[src/hw/rtl/chs_ram.sv]
// ----------------------------------------------------------------------------
// chs_ram
// Generic single-write, single-read RAM with registered read data.
// ----------------------------------------------------------------------------
module chs_ram #(
  parameter int WIDTH  = 8,
  parameter int DEPTH  = 16,
  parameter int ADDR_W = $clog2(DEPTH)
) (
  input  logic              clk,
  input  logic              we,
  input  logic [ADDR_W-1:0] waddr,
  input  logic [WIDTH-1:0]  wdata,
  input  logic              re,
  input  logic [ADDR_W-1:0] raddr,
  output logic [WIDTH-1:0]  rdata
);

  logic [WIDTH-1:0] mem [DEPTH];

  always_ff @(posedge clk) begin
    if (we) begin
      mem[waddr] <= wdata;
    end
    if (re) begin
      rdata <= mem[raddr];
    end
  end

endmodule

[config.mk]
export PLATFORM = sky130hd
export DESIGN_NAME = chs_ram
export DESIGN_NICKNAME = d
export VERILOG_FILES = /design/src/hw/rtl/chs_ram.sv
export SDC_FILE = /design/constraint.sdc
export NUM_CORES = 1
export LEC_CHECK = 0
export CAP_MARGIN = 15
export CELL_PAD_IN_SITES_DETAIL_PLACEMENT = 0
export CELL_PAD_IN_SITES_GLOBAL_PLACEMENT = 2
export CORE_MARGIN = 10
export CORE_UTILIZATION = 30
export CTS_CLUSTER_DIAMETER = 80
export CTS_CLUSTER_SIZE = 12
export DETAILED_ROUTE_END_ITERATION = 12
export DONT_BUFFER_PORTS = 1
export GPL_ROUTABILITY_DRIVEN = 1
export PLACE_DENSITY_LB_ADDON = 0.1
export SYNTH_ARGS = -nofsm -noshare
export SYNTH_HDL_FRONTEND = slang
export SYNTH_SLANG_ARGS = --single-unit
[constraint.sdc]
create_clock -name clk -period 3.8 [get_ports clk]
set_input_delay 0.76 -clock clk [delete_from_list [all_inputs] [get_ports clk]]
set_output_delay 0.76 -clock clk [all_outputs]
set_load 0.005 [all_outputs]
==> metrics, run 1 <==
status=finished clean; synthesized area=5230 µm²; Placed Cells=between 400 and 500; final core area utilization=around a third; Die Ht=approximately 150 µm; Hold Path Origin=wdata[5]; YS warnings=0; GR Util met3=between 3 and 4%; Starting DRT DRC Count=between 100 and 150; drt pass-1 iters=4; Chip Width=152 µm; Synth top area share=78.1%; hold crit path type=in2reg; I/O pin count=27; Max FO, Critical Path=8; most used routing layer=met2; cells after synthesis=about 230; slowest cell delay on critical path=~0.67 ns; crit-path cells=or3b_2 -> nor2_1; Cell Count, Final, Fillers Out=480; f_max=roughly 530 MHz; post-synthesis async set-or-reset flop share=0%; multi-input combinational cell area=about 1100 µm²; Setup TNS=0 ns; DRC Markers=0; max-cap viol count=0; Syn Nets=approximately 250; Die ar.=23100 µm²; Core Region=17200 µm²; Crit-path slowest cell=nor2_1; Via Count=around 2300; setup bufs post-CTS=0; Buffers on Ports=0; largest net degree at the start of global routing=33; flip-flop and latch area=just over 4000 µm²; DP Worst Slack=1.45 ns; CTS tree=built; grt total ovfl=0; worst vdd ir=343 µV; Buf+Inv Stages, Crit Path=0; register area share after synthesis=a little under 80%; met1 usage=roughly an eighth; met2 usage=roughly 16%; gr usage total=between 10% and 20%; Clock Skew=0.00543 ns; cts bufs inserted=17; Worst-Margin Slew=between 1 and 1.5 ns; P&R area growth vs syn=15.5%; Pleak=about 1.9 nW; Hold Fails Final Rpt=0; first-pass GRT wire length=~17000 µm; share of cells above drive strength 1=20.4%; period utilization=between 40% and 50%; drt total wl=between 10000 and 15000 µm; Post-synth EDFFs=around 140; RSZ-0062 raised after global routing=no; clk_lat worst skew=about 0.42 ns; largest area contributor in the netlist=edfxtp_1; crit path from=waddr[2]; cts repair resizes=0; reg2reg start=mem[1][5]; dpl hpwl=7500 µm; # setup viols final=0; Layout Nets=roughly 260; # hold bufs at CTS=0; Rows=48; # clock sinks=~140; DR vias/cell=approximately 4.8; worst rel slew slack=between 30% and 40%; H-tree level count=4; antenna viol nets, final=0; # diodes=0; Setup Crit Path Kind=in2reg; Final min period=between 1.5 and 2 ns; initial antenna violation count=0; Slew Limit Fails=0; Arrival @ worst endpoint=between 1.5 and 2 ns; initial core utilization=between 30% and 40%; vias in the first global route=~2500; Top delay family on crit path=simple AND/OR/NAND/NOR gates; final worst setup slack=1.91 ns; Synth Register Bits=136; Worst setup EP type=flop; dominant cells by area after synthesis=edfxtp_1, mux4_2, mux4_1; RePlAce Congestion=about 0.7; WL/cell=around 24 µm; Mean Syn Cell Area=about 23 µm²; Hold Slack=between 0.4 and 0.5 ns; Root Driver=clkbuf_16; Clock transition at path regs=0.06 ns; synth unique cells=18; CTS max path bufs=2; Power per Cell Area=roughly 570 nW/µm²; Post-synth top flop=edfxtp_1; Worst setup SP type=input port; fill cell count=around 1600; worst path required time=~3.9 ns
-- synthesized netlist by cell type (2+ instances only) --
master / n
a22oi_1: 16
buf_2: 3
buf_6: 3
clkdlybuf4s25_2: 3
edfxtp_1: 136
mux4_1: 14
mux4_2: 18
nand2_1: 9
nand2b_1: 2
nand3b_1: 2
nor2_1: 13
nor3_1: 4
-- metal layers --
| layer | share of wire (%) | wire length, µm |
|---|---|---|
| met5 | 0 | 0 |
| met4 | 1.9 | 223 |
| met3 | 5.9 | 696 |
| met2 | 49 | 5760 |
| met1 | 43 | 5020 |
-- state kept, by name (all words and copies together) (netlist names) --
name,flops
mem,128
rdata,8
-- cells in the final DEF (no fill, tap or decap) --
cell        instances
mux4_1             14
nor3_1              4
or3b_2              1
and2b_1             1
nand2b_1            2
clkinv_2            3
nand3b_1            2
clkbuf_16          17
buf_4               4
a22oi_1            16
clkinv_1            2
clkinvlp_4          6
bufinv_16           3
clkbuf_1            1
nand3_1             1
and2_1              1
nor2b_1             1
nor2_1             13
mux4_2             18
nand2_1             9
edfxtp_1          136
-- through the flow --
| step | power (mW) | area [µm²] |
|---|---|---|
| after CTS | 3.46 | 6040 |
| final | 3.42 | 6040 |
| after global routing | 3.53 | 6040 |
| after detailed placement | 1.83 | 5450 |
| after floorplan | 1.81 | 5230 |
| after global placement | 1.83 | 5450 |
-- worst paths after layout --
kind | end | slack (ns) | cells past startpoint
max | mem[3][2] | 1.91 | 2
min | mem[2][5] | 0.43 | 0
max reg2reg | rdata[5] | 2.15 | 3
min reg2reg | rdata[1] | 0.76 | 3
-- worst register-to-register path, delay by kind of cell (launching register included) --
family          cells  cell delay [ns]
simple gates        1             0.11
mux                 1             0.53
flops               1             0.38
compound gates      1             0.37
-- power breakdown --
group | total, mW | switching [mW] | internal [mW]
combinational | 0.0930 | 0.0449 | 0.0481
clock | 1.62 | 0.604 | 1.02
sequential | 1.70 | 0.00967 | 1.69
-- cell type report --
cell class,count,area share [%]
timing repair buffer,4,0.497
sequential,136,67.6
clock buffer,18,7.11
clock inverter,14,2.61
multi-input combinational,83,17.5
tap,225,4.66
-- cells by family (layout without fill, tap and decap cells) --
group                  count (synthesis)  count (layout)  share of synthesized area [%]
DFF                                  136             136                           78.1
and+or+nand+nor                       35              35                           3.14
AOI/OAI and AO/OA                     16              16                           2.30
buffers and inverters                 10              36                           1.65
muxes                                 32              32                           14.8
Power figures use the tool's default switching activity.
==> run 2: changes to the inputs <==
- clock period: 3.8 -> 1.8 ns (I/O delays scaled with it)
==> run 2 against run 1 <==
  * Clock-buffer cell count stayed put
  * Final area is 2.3% higher
  * Core utilization is 0.82 points higher
  * Global-route usage is 0.40 points higher
  * Worst hold slack worse by 0.39 ns
  * Clock skew is 0.0037 ns higher
  * Flip-flop and latch count stayed put
  * Sequential share of layout area is 1.5 points lower
  * Die area stayed put
  * Critical endpoint is now rdata[5]
==> metrics, run 2 (same netlist as run 1, synthesis figures left out) <==
status=finished clean; share of cells above drive strength 1=approximately 25%; # clock sinks=approximately 140; Chip Width=152 µm; worst path required time=~2 ns; DRC Markers=0; Die ar.=23100 µm²; Stages on worst setup path=3; worst rel slew slack=between 50% and 60%; RSZ-0062 raised after global routing=no; power consumption=7.21 mW; Clock Skew=a little over 0.009 ns; first-pass GRT wire length=around 18000 µm; DP Worst Slack=0.223 ns; P&R area growth vs syn=18.2%; reg2reg end=rdata[5]; commonest non-fill, non-tap cell in the layout=edfxtp_1; flip-flop and latch area=between 4000 and 5000 µm²; Root Driver=clkbuf_16; I/O pin count=27; WL/cell=24.5 µm; Power per Cell Area=between 1000 and 1500 nW/µm²; Rows=48; Crit-path slowest cell=mux4_1; antenna viol nets, final=0; initial core utilization=between 30% and 40%; crit path capture=rdata[5]; grt total ovfl=0; # diodes=0; Die Ht=152 µm; Top Registers=mem (128), rdata (8); initial antenna violation count=0; reg2reg start=mem[1][5]; gr usage total=10.9%; dpl hpwl=approximately 7600 µm; Worst-Margin Slew=just under 0.7 ns; RePlAce Congestion=approximately 0.69; Via Count=2342; Slew Limit Fails=0; cts bufs inserted=17; multi-input combinational cell area=1060 µm²; setup bufs post-CTS=0; H-tree level count=4; Buf+Inv Stages, Crit Path=0; Largest register FFs=128; Setup TNS=0 ns; drt pass-1 iters=4; Clock transition at path regs=roughly 0.06 ns; Arrival @ worst endpoint=roughly 1.7 ns; crit path from=mem[1][5]; slowest cell delay on critical path=about 0.57 ns; worst reg2reg path depth=3; Starting DRT DRC Count=roughly 170; max-cap viol count=0; cts repair resizes=0; Max FO, Critical Path=1; vias in the first global route=between 2000 and 3000; placed cell areas=~5600 µm²; crit-path cells=mux4_1 -> a22oi_1 -> nand2_1; commonest cells after routing, fill and taps aside=edfxtp_1, mux4_2, clkbuf_16; worst vdd ir=643 µV; hold crit path type=in2reg; Pleak=just under 2 nW; Setup Crit Path Kind=reg2reg; Worst setup SP type=flop; # hold bufs at CTS=0; Top delay family on crit path=multiplexers; Hold Fails Final Rpt=0; clk_lat worst skew=about 0.42 ns; largest net degree at the start of global routing=33; final core area utilization=a little over a third; Buffers on Ports=0; CTS max path bufs=2; Cell Count, Final, Fillers Out=between 400 and 500; Placed Cells=between 400 and 500; R2R Setup Slk=0.27 ns; Final Instance Area=between 6000 and 7000 µm²; Largest Register=mem; DR vias/cell=roughly 4.8; Worst setup EP type=flop; Layout Nets=around 270; drt total wl=around 12000 µm; period utilization=84.9%; # setup viols final=0; Final min period=1.53 ns; Hold Slack=roughly 0.037 ns; final worst setup slack=about 0.27 ns; Core Region=17200 µm²; fill cell count=approximately 1600; f_max=655 MHz; CTS tree=built
run 2: cell type report:
class	instances	area share, %
Sequential cell	136	66.1
Multi-Input combinational cell	83	17.2
Clock buffer	18	6.94
Tap cell	225	4.56
Timing Repair Buffer	17	2.67
Clock inverter	14	2.55
run 2: worst min-delay path by stage:
stage	startpoint	endpoint	slack, ns	cells past startpoint
after floorplan	wdata[0]	mem[0][0]	0.46	0
after global routing	wdata[6]	mem[10][6]	0.01	0
final	wdata[6]	mem[10][6]	0.04	0
after detailed placement	wdata[7]	mem[7][7]	0.46	0
after CTS	wdata[6]	mem[10][6]	0.02	0
after global placement	wdata[7]	mem[6][7]	0.46	0
run 2: layer usage:
metal / vias up / routed length, µm / GRT usage [%] / part of all wire, %
li1: 1035 / - / - / -
met1: 1261 / 5890 / 14.7 / 49
met2: 38 / 5590 / 15.8 / 46
met3: 8 / 509 / 4.06 / 4.2
met4: 0 / 108 / 3.85 / 0.89
met5: - / 0 / 0 / 0
run 2: report_power, final:
part	internal (mW)	switching, mW	total (mW)
clock network	2.16	1.25	3.41
logic	0.111	0.0951	0.206
registers	3.57	0.0237	3.60
run 2: worst register-to-register path: stages, from the launching register on:
cell and delay [ns]:
edfxtp_1 0.35, mux4_1 0.57, a22oi_1 0.26, nand2_1 0.10
