--- config.mk ---
export PLATFORM = sky130hd
export DESIGN_NAME = chs_ctrl
export DESIGN_NICKNAME = d
export VERILOG_FILES = /design/src/hw/rtl/chs_pkg.sv /design/src/hw/rtl/chs_ctrl.sv
export SDC_FILE = /design/constraint.sdc
export NUM_CORES = 1
export LEC_CHECK = 0
export ABC_AREA = 1
export BUFFER_PORTS_ARGS = -buffer_cell sky130_fd_sc_hd__clkbuf_2
export CELL_PAD_IN_SITES_DETAIL_PLACEMENT = 0
export CELL_PAD_IN_SITES_GLOBAL_PLACEMENT = 1
export CORE_MARGIN = 3
export CORE_UTILIZATION = 36
export DETAILED_ROUTE_END_ITERATION = 8
export GPL_TIMING_DRIVEN = 0
export PLACE_DENSITY = 0.88
export SYNTH_ARGS = -nofsm -noshare
export SYNTH_HDL_FRONTEND = slang
export SYNTH_SLANG_ARGS = --single-unit
--- constraint.sdc ---
create_clock -name clk -period 4.4 [get_ports clk]
set_input_delay 0.88 -clock clk [delete_from_list [all_inputs] [get_ports clk]]
set_output_delay 0.88 -clock clk [all_outputs]
set_load 0.01 [all_outputs]
--- src/hw/rtl/chs_pkg.sv ---
// ----------------------------------------------------------------------------
// chs_pkg
// Shared constants, codes and interface structs of the server selector.
// ----------------------------------------------------------------------------
package chs_pkg;

  localparam int RING_DEPTH  = 4096;
  localparam int MAX_SERVERS = 256;

  localparam int HASH_W     = 32;
  localparam int SRV_W      = 8;
  localparam int SLOT_W     = 12;
  localparam int ADDR_W     = $clog2(RING_DEPTH);
  localparam int NPT_W      = $clog2(RING_DEPTH + 1);
  localparam int CNT_W      = $clog2(MAX_SERVERS + 1);
  localparam int RAM_W      = SRV_W + HASH_W;
  localparam int BIT_W      = $clog2(HASH_W);
  localparam int CFG_IDX_W  = 2;
  localparam int CFG_DATA_W = (NPT_W > CNT_W) ? NPT_W : CNT_W;

  typedef enum logic {
    REQ_WRITE  = 1'b0,
    REQ_LOOKUP = 1'b1
  } req_type_t;

  typedef enum logic {
    MODE_RING = 1'b0,
    MODE_MOD  = 1'b1
  } dist_mode_t;

  typedef enum logic [CFG_IDX_W-1:0] {
    CFG_MODE    = 2'd0,
    CFG_SERVERS = 2'd1,
    CFG_POINTS  = 2'd2
  } cfg_idx_t;

  typedef enum logic {
    ALU_CMP = 1'b0,
    ALU_MOD = 1'b1
  } alu_op_t;

  typedef struct packed {
    alu_op_t            op;
    logic [HASH_W-1:0]  ring_value;
    logic [HASH_W-1:0]  hash;
    logic [CNT_W-1:0]   rem;
    logic [CNT_W-1:0]   divisor;
  } alu_req_t;

  typedef struct packed {
    logic               lt;
    logic [CNT_W-1:0]   rem_nxt;
  } alu_rsp_t;

  typedef struct packed {
    logic               en;
    logic [ADDR_W-1:0]  addr;
    logic [RAM_W-1:0]   data;
  } ram_wr_t;

  typedef struct packed {
    logic               en;
    logic [ADDR_W-1:0]  addr;
  } ram_rd_t;

endpackage

--- src/hw/rtl/chs_ctrl.sv ---
// ----------------------------------------------------------------------------
// chs_ctrl
// Config registers, lookup sequencer (binary search / serial modulo) and
// output word register.
// ----------------------------------------------------------------------------
module chs_ctrl import chs_pkg::*; (
  input  logic                  clk,
  input  logic                  rst_n,
  input  logic                  cfg_we,
  input  logic [CFG_IDX_W-1:0]  cfg_index,
  input  logic [CFG_DATA_W-1:0] cfg_wdata,
  input  logic                  in_valid,
  output logic                  in_ready,
  input  logic                  in_req_type,
  input  logic [SLOT_W-1:0]     in_slot,
  input  logic [HASH_W-1:0]     in_point_value,
  input  logic [SRV_W-1:0]      in_point_server,
  input  logic [HASH_W-1:0]     in_key_hash,
  output logic                  out_valid,
  input  logic                  out_ready,
  output logic [SRV_W-1:0]      out_server_index,
  output logic                  out_table_empty,
  output ram_wr_t               ram_wr,
  output ram_rd_t               ram_rd,
  input  logic [RAM_W-1:0]      ram_rdata,
  output alu_req_t              alu_req,
  input  alu_rsp_t              alu_rsp
);

  typedef enum logic [2:0] {
    ST_IDLE,
    ST_ADDR,
    ST_CMP,
    ST_OWN,
    ST_DIV,
    ST_FIN
  } state_t;

  state_t            state_r;
  logic              mode_r;
  logic [CNT_W-1:0]  servers_r;
  logic [NPT_W-1:0]  points_r;
  logic [HASH_W-1:0] hash_r;
  logic [CNT_W-1:0]  div_r;
  logic [NPT_W-1:0]  npts_r;
  logic [NPT_W-1:0]  lo_r;
  logic [NPT_W-1:0]  hi_r;
  logic [ADDR_W-1:0] mid_r;
  logic [CNT_W-1:0]  rem_r;
  logic [BIT_W-1:0]  bit_r;
  logic [SRV_W-1:0]  sel_r;
  logic              empty_r;
  logic              out_valid_r;
  logic [SRV_W-1:0]  out_server_index_r;
  logic              out_table_empty_r;

  logic              accept;
  logic [CNT_W-1:0]  cnt_sat;
  logic [NPT_W-1:0]  npts_sat;
  logic [NPT_W:0]    mid_sum;
  logic [ADDR_W-1:0] mid;
  logic              search_live;
  logic [ADDR_W-1:0] end_addr;
  logic              fin_load;

  assign in_ready         = (state_r == ST_IDLE);
  assign accept           = in_valid & in_ready;
  assign out_valid        = out_valid_r;
  assign out_server_index = out_server_index_r;
  assign out_table_empty  = out_table_empty_r;

  always_comb begin
    priority if (servers_r == '0) begin
      cnt_sat = CNT_W'(1);
    end else if (servers_r > CNT_W'(MAX_SERVERS)) begin
      cnt_sat = CNT_W'(MAX_SERVERS);
    end else begin
      cnt_sat = servers_r;
    end
  end

  assign npts_sat    = (points_r > NPT_W'(RING_DEPTH)) ? NPT_W'(RING_DEPTH) : points_r;
  assign mid_sum     = {1'b0, lo_r} + {1'b0, hi_r};
  assign mid         = mid_sum[ADDR_W:1];
  assign search_live = (lo_r < hi_r);
  // past the last point the ring wraps to slot 0
  assign end_addr    = (hi_r >= npts_r) ? '0 : hi_r[ADDR_W-1:0];
  assign fin_load    = (state_r == ST_FIN) && (!out_valid_r || out_ready);

  assign ram_wr.en   = accept && (in_req_type == REQ_WRITE) && (32'(in_slot) < RING_DEPTH);
  assign ram_wr.addr = ADDR_W'(in_slot);
  assign ram_wr.data = {in_point_server, in_point_value};
  assign ram_rd.en   = (state_r == ST_ADDR);
  assign ram_rd.addr = search_live ? mid : end_addr;

  assign alu_req.op         = (state_r == ST_DIV) ? ALU_MOD : ALU_CMP;
  assign alu_req.ring_value = ram_rdata[HASH_W-1:0];
  assign alu_req.hash       = hash_r;
  assign alu_req.rem        = rem_r;
  assign alu_req.divisor    = div_r;

  always_ff @(posedge clk) begin
    if (!rst_n) begin
      state_r     <= ST_IDLE;
      mode_r      <= MODE_RING;
      servers_r   <= CNT_W'(1);
      points_r    <= '0;
      out_valid_r <= 1'b0;
    end else begin
      if (cfg_we) begin
        unique case (cfg_idx_t'(cfg_index))
          CFG_MODE:    mode_r    <= cfg_wdata[0];
          CFG_SERVERS: servers_r <= cfg_wdata[CNT_W-1:0];
          CFG_POINTS:  points_r  <= cfg_wdata[NPT_W-1:0];
          default: ;
        endcase
      end

      if (fin_load) begin
        out_valid_r <= 1'b1;
      end else if (out_valid_r && out_ready) begin
        out_valid_r <= 1'b0;
      end

      unique case (state_r)
        ST_IDLE: begin
          if (accept && (in_req_type == REQ_LOOKUP)) begin
            hash_r  <= in_key_hash;
            div_r   <= cnt_sat;
            npts_r  <= npts_sat;
            lo_r    <= '0;
            hi_r    <= npts_sat;
            rem_r   <= '0;
            bit_r   <= '1;
            sel_r   <= '0;
            empty_r <= (cnt_sat > CNT_W'(1)) && (mode_r == MODE_RING) && (npts_sat == '0);
            priority if (cnt_sat <= CNT_W'(1)) begin
              state_r <= ST_FIN;
            end else if (mode_r == MODE_MOD) begin
              state_r <= ST_DIV;
            end else if (npts_sat == '0) begin
              state_r <= ST_FIN;
            end else begin
              state_r <= ST_ADDR;
            end
          end
        end
        ST_ADDR: begin
          mid_r   <= mid;
          state_r <= search_live ? ST_CMP : ST_OWN;
        end
        ST_CMP: begin
          if (alu_rsp.lt) begin
            lo_r <= NPT_W'(mid_r) + NPT_W'(1);
          end else begin
            hi_r <= NPT_W'(mid_r);
          end
          state_r <= ST_ADDR;
        end
        ST_OWN: begin
          sel_r   <= ram_rdata[RAM_W-1:HASH_W];
          state_r <= ST_FIN;
        end
        ST_DIV: begin
          hash_r <= hash_r << 1;
          rem_r  <= alu_rsp.rem_nxt;
          bit_r  <= bit_r - BIT_W'(1);
          if (bit_r == '0) begin
            sel_r   <= alu_rsp.rem_nxt[SRV_W-1:0];
            state_r <= ST_FIN;
          end
        end
        ST_FIN: begin
          if (fin_load) begin
            out_server_index_r <= sel_r;
            out_table_empty_r  <= empty_r;
            state_r            <= ST_IDLE;
          end
        end
        default: state_r <= ST_IDLE;
      endcase
    end
  end

endmodule

==> impl_metrics.toml <==
[run_status]
status = "finished, final reports clean"

[timing]
clock_skew_ns = 0.01577
clock.fmax_mhz = 285.9
rsz0062_at_grt = "false"
setup_viol_count_final = 0
hold_viol_final = 0
fin_crit_ns = 3.497
whs_ns = 0.4196
drv_slew = 0
worstMarginPinSlew_ns = 1.054
fin_tns_setup_ns = 0
setup_ws_ns = 0.9027
relSlewSlack_pct = 29.47
period_share_pct = 79.48

[synth]
async_reset_ff_share_pct = 0
syn_area_sq_um = 8247
syn_avg_cell_area_sq_um = 8.867
synth_cell_types = 35
ys_seq_area_share_pct = 51.71
ys_seq_elements = 151
yosysWarningCount = 0
netlist_instances = 930
synth.net_count = 1124
synth_edf_count = 124
ys.flop_type = "edfxtp_1"

[routing]
via_per_inst = 4.589
drc_errors = 0
drt_iter0_markers = 422
wl_per_cell_um = 14.30
vias = 6774
detail-route-antenna-nets = 0
firstDrtPassIters = 5
wirelength_um = 21110

[clock_network]
cts-buffers-inserted = 17
cts.repair.resized = 0
cts_setup_buffers = 0
ctsHoldBuffers = 0
clock_latency_ns = 0.42
cts_buffer_depth = 2
clock-sinks = 151
tritoncts = "yes"
cts_max_level = 4
cts_root_buf = "clkbuf_16"
clkSlewWorstSetupHoldPaths_ns = 0.07

[global_route]
grt_pass1_wl_um = 33000
grt-ovfl-total = 0
gr-usage-all-layers_pct = 16.77
grt_max_degree = 30
antenna_found_initial = 0
grt_pass1_vias = 6440

[power_and_ir_drop]
vdd.ir_drop.worst_uv = 317.2
p_switching_w = 0.002180
internal_power_w = 0.003447
seqPwrFrac_pct = 37.0
swShare_pct = 38.74
power.leakage_nw = 5.109
power_per_cell_area_nw_per_um2 = 540.8
pwr-share-clk_pct = 25.8
pwr-share-comb_pct = 37.2

[place]
port_buffers = 230
place.gp.congestion = 0.8476
pre_cts_slack_ns = 1.340
dp_hpwl_um = 17060

[worst_setup_path]
slowest_delay_ns = 0.48
cp_common_cell = "nand2_1"
critical_path.slowest_cell = "edfxtp_1"
critPathMaxFanout = 10
crit_buf_inv = 2
cp-start-kind = "flop"
end_kind = "primary output"
crit_chain = "ha_1 > nand2_1 > nor2_1 > o21ai_1 > nand2_1 > nand2_1 > nand2_1 > nor2_1 > buf_2 > nand3_1 > nand2_1 > clkbuf_2"
cp.required_ns = 3.52
worstPathArrival_ns = 2.62
crit_family = "simple AND/OR/NAND/NOR gates"
worstSetupPathType = "flop to primary output"

[final_layout]
fillers = 2159
diodes = 0
layout_commonest_cell = "nand2_1"
regArea_sq_um = 4264
final_cell_mix = "nand2_1 (240), clkbuf_2 (230), edfxtp_1 (124)"
drive_gt1_share_pct = 31.77
nNetsFinal = 1377
multi_input_area_sq_um = 2805
area_growth_pct = 26.16

[min_path]
hold_class = "flop to flop"

[floorplan]
start_util_pct = 37.21
io_pins = 315
rows = 54
die_h_um = 157.4
die_x_um = 157.4
core_area_sq_um = 22160
die-area_sq_um = 24760

[run]
cap_violations = 0
[worst register-to-register path: stages (launching register included)]
cell,delay [ns]
dfxtp_1,0.44
nor2_2,0.07
nand2_1,0.30
inv_1,0.16
nand2_1,0.10
nand2_1,0.05
nor2_1,0.80
[synthesized netlist by cell type, drive strengths merged (2+ instances only)]
library cell	number	area [sq um]
nand2	242	913.4
edfxtp	124	3724
inv	119	446.7
buf	95	698.2
nor2	83	316.6
o21ai	55	275.3
a21oi	47	257.8
ha	38	475.5
nand3	36	185.2
dfxtp	27	540.5
clkbuf	13	48.80
nor3	13	75.07
nand4	8	50.05
xor2	8	77.58
nor4	7	50.05
a31oi	4	25.02
and2	2	12.51
or2	2	12.51
[through the flow]
step	util [%]	total power, W	cell area [sq um]	cells
global placement	43.99	0.004172	9748	1440
detailed placement	44.27	0.004201	9811	1443
finish	46.95	0.005626	10400	1476
CTS	46.91	0.005658	10400	1475
floorplan	-	0.003426	8247	930
global route	46.95	0.006014	10400	1476
[path summary, 6_finish.rpt]
kind | start | to | slack (ns) | cells past startpoint
max | hi_r[2] | ram_rd[2] | 0.90 | 12
min | sel_r[1] | out_server_index[1] | 0.42 | 0
max reg2reg | state_r[2] | hi_r[4] | 2.09 | 6
min reg2reg | sel_r[1] | out_server_index[1] | 0.42 | 0
[power groups by stage]
| stage | registers (W) | logic (W) | clock network [W] |
|---|---|---|---|
| floorplan | 0.00212 | 0.00131 | 0 |
| global placement | 0.00213 | 0.00205 | 0 |
| detailed placement | 0.00212 | 0.00209 | 0 |
| CTS | 0.00209 | 0.00210 | 0.00147 |
| global route | 0.00212 | 0.00236 | 0.00154 |
| finish | 0.00208 | 0.00209 | 0.00145 |
[cell families (layout without fill, tap and decap cells)]
group | count (synthesis) | after routing | synth area share [%]
simple gates | 394 | 394 | 19.68
buf+inv | 228 | 494 | 14.52
flops | 151 | 151 | 51.71
compound gates | 109 | 109 | 7.040
fa+ha+maj | 39 | 39 | 6.008
xor+xnor | 9 | 9 | 1.047
[area by class of cell]
class	count	share of cell area (%)
buffer	108	7.180
sequential	151	40.99
clock buffer	19	4.366
timing repair buffer	234	11.55
tap	280	3.367
clock inverter	13	1.263
inverter	120	4.330
multi-input combinational	551	26.96
[sequential cells by signal, indices dropped and copies added, names as in the netlist]
name and flops:
mid_r 12, hash_r 32, out_server_index 8, hi_r 13
npts_r 13, servers_r 9, out_table_empty 1, out_valid 1
lo_r 13, mode_r 1, rem_r 9, sel_r 8
div_r 9, bit_r 5, empty_r 1, state_r 3
points_r 13
[per-layer routing]
layer  wire length (um)  global-route usage (%)  up-vias  share of wire [%]
met5                  0                       0        -                  0
met4                290                   4.587        0                1.4
met3               1573                   5.059       24                7.5
met2              10420                   27.58      218                 49
met1               8830                   21.60     3087                 42
li1                   -                       -     3445                  -
Note: power is estimated with default switching activity, not from simulation.
