**src/hw/rtl/chs_pkg.sv**
```systemverilog
// ----------------------------------------------------------------------------
// chs_pkg
// Shared constants, codes and interface structs of the server selector.
// ----------------------------------------------------------------------------
package chs_pkg;

  localparam int RING_DEPTH  = 4096;
  localparam int MAX_SERVERS = 256;

  localparam int HASH_W     = 32;
  localparam int SRV_W      = 8;
  localparam int SLOT_W     = 12;
  localparam int ADDR_W     = $clog2(RING_DEPTH);
  localparam int NPT_W      = $clog2(RING_DEPTH + 1);
  localparam int CNT_W      = $clog2(MAX_SERVERS + 1);
  localparam int RAM_W      = SRV_W + HASH_W;
  localparam int BIT_W      = $clog2(HASH_W);
  localparam int CFG_IDX_W  = 2;
  localparam int CFG_DATA_W = (NPT_W > CNT_W) ? NPT_W : CNT_W;

  typedef enum logic {
    REQ_WRITE  = 1'b0,
    REQ_LOOKUP = 1'b1
  } req_type_t;

  typedef enum logic {
    MODE_RING = 1'b0,
    MODE_MOD  = 1'b1
  } dist_mode_t;

  typedef enum logic [CFG_IDX_W-1:0] {
    CFG_MODE    = 2'd0,
    CFG_SERVERS = 2'd1,
    CFG_POINTS  = 2'd2
  } cfg_idx_t;

  typedef enum logic {
    ALU_CMP = 1'b0,
    ALU_MOD = 1'b1
  } alu_op_t;

  typedef struct packed {
    alu_op_t            op;
    logic [HASH_W-1:0]  ring_value;
    logic [HASH_W-1:0]  hash;
    logic [CNT_W-1:0]   rem;
    logic [CNT_W-1:0]   divisor;
  } alu_req_t;

  typedef struct packed {
    logic               lt;
    logic [CNT_W-1:0]   rem_nxt;
  } alu_rsp_t;

  typedef struct packed {
    logic               en;
    logic [ADDR_W-1:0]  addr;
    logic [RAM_W-1:0]   data;
  } ram_wr_t;

  typedef struct packed {
    logic               en;
    logic [ADDR_W-1:0]  addr;
  } ram_rd_t;

endpackage

```
**src/hw/rtl/chs_alu.sv**
```systemverilog
// ----------------------------------------------------------------------------
// chs_alu
// Shared 33-bit subtractor: ring point compare or one restoring-division step.
// ----------------------------------------------------------------------------
module chs_alu import chs_pkg::*; (
  input  alu_req_t req,
  output alu_rsp_t rsp
);

  logic [CNT_W:0]    trial;
  logic [HASH_W-1:0] op_a;
  logic [HASH_W-1:0] op_b;
  logic [HASH_W:0]   diff;

  assign trial = {req.rem, req.hash[HASH_W-1]};

  always_comb begin
    unique case (req.op)
      ALU_CMP: begin
        op_a = req.ring_value;
        op_b = req.hash;
      end
      ALU_MOD: begin
        op_a = HASH_W'(trial);
        op_b = HASH_W'(req.divisor);
      end
    endcase
  end

  assign diff        = {1'b0, op_a} - {1'b0, op_b};
  assign rsp.lt      = diff[HASH_W];
  assign rsp.rem_nxt = diff[HASH_W] ? trial[CNT_W-1:0] : diff[CNT_W-1:0];

endmodule

```
**config.mk**
```make
export PLATFORM = sky130hd
export DESIGN_NAME = chs_alu
export DESIGN_NICKNAME = d
export VERILOG_FILES = /design/src/hw/rtl/chs_pkg.sv /design/src/hw/rtl/chs_alu.sv
export SDC_FILE = /design/constraint.sdc
export NUM_CORES = 1
export LEC_CHECK = 0
export BUFFER_PORTS_ARGS = -buffer_cell sky130_fd_sc_hd__clkbuf_2
export CORE_ASPECT_RATIO = 0.6
export CORE_MARGIN = 2
export CORE_UTILIZATION = 35
export DETAILED_ROUTE_END_ITERATION = 6
export PLACE_DENSITY = 0.77
export REMOVE_ABC_BUFFERS = 1
export SETUP_SLACK_MARGIN = 0.2
export SLEW_MARGIN = 5
export SYNTH_ARGS = -nofsm -noshare
export SYNTH_HDL_FRONTEND = slang
export SYNTH_SLANG_ARGS = --single-unit
```
**constraint.sdc**
```tcl
create_clock -name vclk -period 5.11
set_clock_uncertainty 0.2 [all_clocks]
set_input_delay 1.022 -clock vclk [all_inputs]
set_output_delay 1.022 -clock vclk [all_outputs]
set_load 0.01 [all_outputs]
```
==> impl_metrics.ini, run 1 <==
[global_routing]
grt_max_degree = 35
gr-usage-met3_pct = 0
busiest_layer = met2
grt_use_total_pct = 14.0
overflow = 0
gr-usage-met1_pct = 22.1
antenna_found_initial = 0
grt_pass1_wl_um = 5560
grt_pass1_vias = 1334
use_met2_pct = 22.7

[logic_synthesis]
synth_top_area_share_pct = 27.0
synthCells = 188
seq_area_frac_synth_pct = 0
synthAdderAreaFrac_pct = 28.4
netlist_top_cells_area = ha_1, mux2_2, nand2b_1
yosysUniqueCellTypes = 30
synth_compound_area_share_pct = 13.9
yosysTopAreaCell = ha_1
synthTopCellsByCount = ha_1, nand2b_1, nor2b_1, mux2_2
synth_most_common_cell = ha_1
synth_area_per_cell_um2 = 7.88
synth-simple-area-share_pct = 30.6
synth.area.mux_share_pct = 20.3
synthXorXnorAreaFrac_pct = 4.14
synth_top_family_by_area = simple AND/OR/NAND/NOR gates
netlist_area_mm2 = 0.00148
yosysWarningCount = 0

[placement]
numPortBuffers = 93
hpwl_um = 3200
gp_congestion = 0.846
placed_area_mm2 = 0.00204

[routing]
drtPass1Iterations = 4
vias = 1546
postRouteAntennaNets = 0
drc_errors = 0
vias_per_cell = 4.57
drtIter0Drc = 26
wl_per_cell_um = 10.7
drt_wl_total_um = 3610

[hold_path]
hold-path-endpoint = rsp[0]
holdPathStages = 4
hold_start = req[49]
hp-class = input pin to primary output

[die]
rows = 18
initial_utilization_pct = 36.3
core-area_mm2 = 0.00408
num_io_pins = 93
die_x_um = 88.0
die-height_um = 54.4
die_area_mm2 = 0.00479

[worst_setup_path]
critical-path-slowest-cell = fa_1
startpoint_type = input pin
crit_fanout = 10
end_kind = primary output
cp.arrival_ns = 3.51
worstSetupPathType = input pin to primary output
critPathRequiredTime_ns = 3.89
cp_cell_sequence = clkbuf_4 -> mux2_2 -> ha_1 -> fa_1 -> nand2b_1 -> a21oi_2 -> o2111ai_1 -> a21oi_2 -> nor3_4 -> buf_6 -> mux2_2 -> clkbuf_2
cpLargestDelayFamily = multiplexers
crit_buf_inv = 3
slowest_delay_ns = 0.40

[sta]
setup_tns_ns = 0
fmax_ghz = 0.211
rsz0062_at_grt = no
period_needed_ns = 4.73
maxSlewViolCount = 0
setup_viol = 0
max_slew.worst_pin.slew_ns = 0.425
finalHoldViolations = 0
relSlewSlack_pct = 71.3
timing.final.crit_share_pct = 92.7

[layout]
fillers = 399
diodes = 0
area_growth_pct = 40.0
drive_gt1_share_pct = 43.2
design.seq.count = 0
clkbuf_count = 0
multiInputGateArea_mm2 = 0.00146
finalInstanceArea_mm2 = 0.00207
final_nets = 396
regArea_um2 = 0

[status]
status = complete, no violations

[run]
cap_violations = 0

[power_and_ir_drop]
power.leakage_nw = 1.06
total_power_mw = 0.236
ir_worst_vdd_mv = 0.0768
p_per_area_mw_per_mm2 = 114

[clock_network]
cts_hold_buf = 0
cts_setup_buffers = 0
stage by stage:
step	hold slack [ns]	worst slack (ns)	util [%]	instances
finish	2.17	0.375	50.9	338
global route	2.19	0.205	50.9	338
CTS	2.17	0.222	50.2	338
detailed placement	2.17	0.178	50.0	338
global placement	2.17	0.200	50.0	338
floorplan	1.97	0.877	-	181
routing by layer:
| metal | wire length (um) | up-vias |
|---|---|---|
| li1 | - | 854 |
| met1 | 1900 | 645 |
| met2 | 1530 | 47 |
| met3 | 188 | 0 |
| met4 | 0 | 0 |
| met5 | 0 | - |
report_power, final:
group	switching [mW]	leakage (nW)	total [mW]	internal (mW)
sequential	0	0	0	0
clock	0	0	0	0
combinational	0.111	1.06	0.236	0.124
total	0.111	1.06	0.236	0.124
cells in the final DEF, fill, tap and decap left out, types with 2 or more instances in the layout:
| cell type | netlist | routed |
|---|---|---|
| nand4_1 | 3 | 3 |
| buf_12 | 0 | 2 |
| nand3_1 | 3 | 3 |
| mux2i_1 | 12 | 11 |
| xnor2_1 | 6 | 6 |
| a21oi_1 | 12 | 10 |
| ha_1 | 32 | 32 |
| a21oi_2 | 0 | 2 |
| inv_1 | 4 | 4 |
| mux2_2 | 16 | 16 |
| nor2_1 | 10 | 10 |
| o21ai_0 | 6 | 6 |
| o2111ai_1 | 2 | 2 |
| nand2_1 | 11 | 11 |
| nand2b_1 | 26 | 26 |
| nor2b_1 | 24 | 24 |
| clkbuf_2 | 0 | 92 |
kinds of logic after synthesis:
family | count (synthesis)
compound gates | 29
xor+xnor | 7
fa+ha+maj | 33
buf+inv | 11
mux | 28
simple gates | 80
how the worst max path moves through the flow:
| stage | cells past startpoint | endpoint | start | slack [ns] |
|---|---|---|---|---|
| floorplan | 9 | rsp[2] | req[82] | 0.88 |
| global placement | 12 | rsp[6] | req[82] | 0.20 |
| detailed placement | 12 | rsp[4] | req[82] | 0.18 |
| CTS | 12 | rsp[4] | req[82] | 0.22 |
| global route | 12 | rsp[2] | req[82] | 0.21 |
| finish | 12 | rsp[4] | req[82] | 0.38 |
repair_timing:
action                                  CTS  global route
pin swaps                                 0             0
resized for setup                         2             8
endpoints found under the setup margin    7             9
area by class of cell:
type | instances | share of cell area (%)
timing repair buffer | 97 | 25.4
tap | 60 | 3.62
inverter | 4 | 0.724
multi-input combinational | 177 | 70.3
Power figures use the tool's default switching activity.
==> run 2: changes to the inputs <==
CORE_ASPECT_RATIO = 1.75   (was 0.6)
PLACE_DENSITY = 0.68   (was 0.77)
==> run 2 against run 1 <==
Against the previous run:
- non-clock buffer count unchanged
- critical path depth unchanged
- utilization down 0.59 points
- sequential share of layout area is the same
- die area about the same
- maximum frequency up 0.40%
- critical endpoint is now rsp[3]
==> impl_metrics.ini, run 2 (same netlist as run 1, synthesis figures left out) <==
[worst_setup_path]
end_kind = primary output
crit_buf_inv = 4
critPathRequiredTime_ns = 3.89
cpLargestDelayFamily = multiplexers
worstSetupPathType = input pin to primary output
startpoint_type = input pin
critical-path-slowest-cell = ha_1
slowest_delay_ns = 0.36
crit_fanout = 16
cp_cell_sequence = clkbuf_4 -> buf_12 -> mux2_2 -> ha_1 -> o211ai_1 -> a21oi_2 -> o2111ai_1 -> a21oi_2 -> nor3_4 -> buf_6 -> mux2_2 -> clkbuf_2
cp.arrival_ns = 3.49

[hold_path]
hp-class = input pin to primary output
holdPathStages = 4
hold_start = req[9]
hold-path-endpoint = rsp[1]

[sta]
fmax_ghz = 0.212
max_slew.worst_pin.slew_ns = 0.388
relSlewSlack_pct = 73.8
worst_slack_ns = 0.394
setup_tns_ns = 0
period_needed_ns = 4.72
rsz0062_at_grt = no
finalHoldViolations = 0
setup_viol = 0
maxSlewViolCount = 0
timing.final.crit_share_pct = 92.3

[power_and_ir_drop]
p_per_area_mw_per_mm2 = 114
ir_worst_vdd_mv = 0.0722
pwr-share-comb_pct = 100.0
switchingPower_mw = 0.110
power.leakage_nw = 1.07
seqPwrFrac_pct = 0
intPower_mw = 0.125
netSwitchingFraction_pct = 46.9
power_frac_clock_pct = 0

[die]
core-area_mm2 = 0.00411
num_io_pins = 93
die-height_um = 90.1
die_area_mm2 = 0.00479
rows = 31
die_x_um = 53.2
initial_utilization_pct = 36.0

[status]
status = complete, no violations

[global_routing]
grt_max_degree = 32
grt_pass1_vias = 1609
antenna_found_initial = 0
grt_use_total_pct = 15.1
grt_pass1_wl_um = 5980
overflow = 0

[layout]
design.seq.count = 0
final_nets = 396
clkbuf_count = 0
regArea_um2 = 0
layout_commonest_cell = clkbuf_2
diodes = 0
drive_gt1_share_pct = 42.4
layout_common_cells = clkbuf_2, ha_1, nand2b_1, nor2b_1, mux2_2
area_growth_pct = 39.6

[placement]
gp_congestion = 0.732
preCtsSetupSlack_ns = 0.308
hpwl_um = 3270
numPortBuffers = 93

[routing]
vias_per_cell = 5.04
vias = 1649
drtPass1Iterations = 3
drtIter0Drc = 8
drc_errors = 0
drt_wl_total_um = 3690
postRouteAntennaNets = 0
wl_per_cell_um = 11.3

[clock_network]
cts_setup_buffers = 0

[run]
cap_violations = 0
## run 2: area by class of cell
| cell class | instances | area (um2) |
|---|---|---|
| Tap cell | 49 | 61.3 |
| Fill cell | 440 | 2040 |
| Inverter | 4 | 15.0 |
| Timing Repair Buffer | 97 | 544 |
| Multi-Input combinational cell | 177 | 1450 |
## run 2: worst max path at each step
stage,start,to,slack [ns],cells past startpoint
finish,req[82],rsp[3],0.39,12
global route,req[82],rsp[7],0.20,12
CTS,req[82],rsp[3],0.28,12
detailed placement,req[82],rsp[3],0.31,12
global placement,req[82],rsp[2],0.35,12
floorplan,req[82],rsp[2],0.88,9
## run 2: through the flow
step	util [%]	total power, mW	hold WS (ns)	instance area, um2	instances
2_1_floorplan	-	0.148	1.97	1460	181
3_3_place_gp	49.4	0.231	2.16	2030	326
3_5_place_dp	49.4	0.233	2.17	2030	326
4_1_cts	49.4	0.235	2.17	2030	326
5_1_grt	50.3	0.265	2.18	2070	327
6_report	50.3	0.236	2.17	2070	327
## run 2: what timing repair did
action | CTS | global route
hold buffers | 0 | 0
setup endpoints to repair | 0 | 8
gates resized for setup | 0 | 5
## run 2: power groups by stage
| stage | clock network (mW) | registers, mW | logic (mW) |
|---|---|---|---|
| 2_1_floorplan | 0 | 0 | 0.148 |
| 3_3_place_gp | 0 | 0 | 0.231 |
| 3_5_place_dp | 0 | 0 | 0.233 |
| 4_1_cts | 0 | 0 | 0.235 |
| 5_1_grt | 0 | 0 | 0.265 |
| 6_report | 0 | 0 | 0.236 |
## run 2: tightest hold or removal path: cells and delay by family
kind                   cells  cell delay (ns)
buffers and inverters      3             0.27
multiplexers               1             0.06
## run 2: routing by layer
| layer | vias up | share of wire (%) | global-route usage (%) |
|---|---|---|---|
| met3 | 8 | 5.0 | 0.664 |
| li1 | 855 | - | - |
| met5 | - | 0 | 0 |
| met2 | 55 | 56 | 31.1 |
| met4 | 0 | 2.0 | 2.56 |
| met1 | 731 | 37 | 15.3 |
==> run 3: changes to the inputs <==
--- a/config.mk
+++ b/config.mk
@@ -19 +19,2 @@
 export SYNTH_SLANG_ARGS = --single-unit
+export TNS_END_PERCENT = 1
==> constraint.sdc (replaced) <==
create_clock -name vclk -period 5.5
set_clock_uncertainty 0.2 [all_clocks]
set_input_delay 1.1 -clock vclk [all_inputs]
set_output_delay 1.1 -clock vclk [all_outputs]
set_load 0.005 [all_outputs]
==> run 3 against run 2 <==
Against the previous run:
- die area did not move
- highest routed layer unchanged
- cell count shrank 0.31%
- largest power group unchanged
- critical endpoint is now rsp[2]
- total power down 12%
- critical path depth unchanged
- clock-buffer cell count is the same
==> impl_metrics.ini, run 3 (same netlist as run 1, synthesis figures left out) <==
[routing]
wl_per_cell_um = 11.3
drtIter0Drc = 8
vias_per_cell = 5.05
drtPass1Iterations = 2
drc_errors = 0
drt_wl_total_um = 3680
postRouteAntennaNets = 0
vias = 1645

[global_routing]
grt_pass1_wl_um = 6110
grt_use_total_pct = 15.5
antenna_found_initial = 0
grt_pass1_vias = 1611
overflow = 0
grt_max_degree = 28

[worst_setup_path]
critPathRequiredTime_ns = 4.20
critical-path-slowest-cell = fa_1
cp_cell_sequence = buf_2 -> mux2_2 -> ha_1 -> fa_1 -> nand2b_1 -> a21oi_1 -> o2111ai_1 -> a21oi_1 -> nor3_4 -> buf_12 -> mux2_2 -> clkbuf_2
cp.arrival_ns = 3.82
slowest_delay_ns = 0.40
end_kind = primary output
crit_fanout = 16
worstSetupPathType = input pin to primary output
startpoint_type = input pin

[sta]
maxSlewViolCount = 0
worst_slack_ns = 0.382
relSlewSlack_pct = 75.6
max_slew.worst_pin.slew_ns = 0.361
period_needed_ns = 5.12
timing.final.crit_share_pct = 93.0
fmax_ghz = 0.195
setup_viol = 0
setup_tns_ns = 0
rsz0062_at_grt = no
finalHoldViolations = 0
hold_slack_ns = 2.31

[die]
die-height_um = 90.1
initial_utilization_pct = 36.0
die_area_mm2 = 0.00479
die_x_um = 53.2
core-area_mm2 = 0.00411
rows = 31
num_io_pins = 93

[layout]
diodes = 0
layout_commonest_cell = clkbuf_2
layout_common_cells = clkbuf_2, ha_1, nand2b_1, nor2b_1, mux2_2
clkbuf_count = 0
final_cell_count_no_fill = 326
regArea_um2 = 0
fillers = 454
post-route-util_pct = 49.2
design.seq.count = 0
area_growth_pct = 36.6
multiInputGateArea_mm2 = 0.00145
drive_gt1_share_pct = 41.9
final_nets = 395

[power_and_ir_drop]
power.leakage_nw = 1.05
p_per_area_mw_per_mm2 = 102
ir_worst_vdd_mv = 0.0601

[hold_path]
hp-class = input pin to primary output

[placement]
hpwl_um = 3340
preCtsSetupSlack_ns = 0.216
gp_congestion = 0.733
numPortBuffers = 93
dp_cells = 325

[status]
status = complete, no violations

[run]
cap_violations = 0

[clock_network]
cts_hold_buf = 0
==> run 3: changes by cell type in the layout (fill, tap and decap cells not counted) <==
cell       previous run  this run
a21oi_1              10        12
a21oi_2               2         0
buf_12                2         1
buf_2                 0         1
buf_4                 0         2
buf_6                 1         0
clkbuf_16             1         0
clkbuf_4              1         0
nor4_1                1         0
nor4_2                0         1
==> run 3: power breakdown <==
group / internal, mW / total, mW / switching [mW]
combinational: 0.114 / 0.207 / 0.0937
sequential: 0 / 0 / 0
clock: 0 / 0 / 0
total: 0.114 / 0.207 / 0.0937
==> run 3: worst paths after layout <==
check	from	to	slack, ns	cells after the start
worst max-delay path	req[82]	rsp[2]	0.38	12
worst min-delay path	req[9]	rsp[1]	2.31	4
==> run 3: repair_timing <==
action / CTS / global route
buffers inserted: 0 / 1
setup endpoints to repair: 0 / 9
resized for setup: 0 / 2
==> run 3: metal layers <==
layer	global-route usage, %	up-vias	share of wire [%]
met4	0.641	0	0.52
li1	-	852	-
met5	0	-	0
met1	15.7	742	35
met2	32.9	49	59
met3	0.831	2	5.3
==> run 3: critical path: cells and delay by family <==
| kind | cells | cell delay, ns |
|---|---|---|
| mux | 2 | 0.64 |
| fa+ha+maj | 2 | 0.62 |
| compound gates | 3 | 0.61 |
| buf+inv | 3 | 0.58 |
| simple gates | 2 | 0.26 |
==> run 3: layout make-up <==
| class | instances | share of cell area [%] |
|---|---|---|
| Multi-Input combinational cell | 177 | 71.5 |
| Timing Repair Buffer | 96 | 24.7 |
| Tap cell | 49 | 3.03 |
| Inverter | 4 | 0.742 |
==> run 3: metrics by stage <==
step	total power, mW	area (um2)
floorplan	0.131	1460
global placement	0.202	2000
detailed placement	0.204	2000
CTS	0.206	2000
global route	0.235	2020
finish	0.207	2020
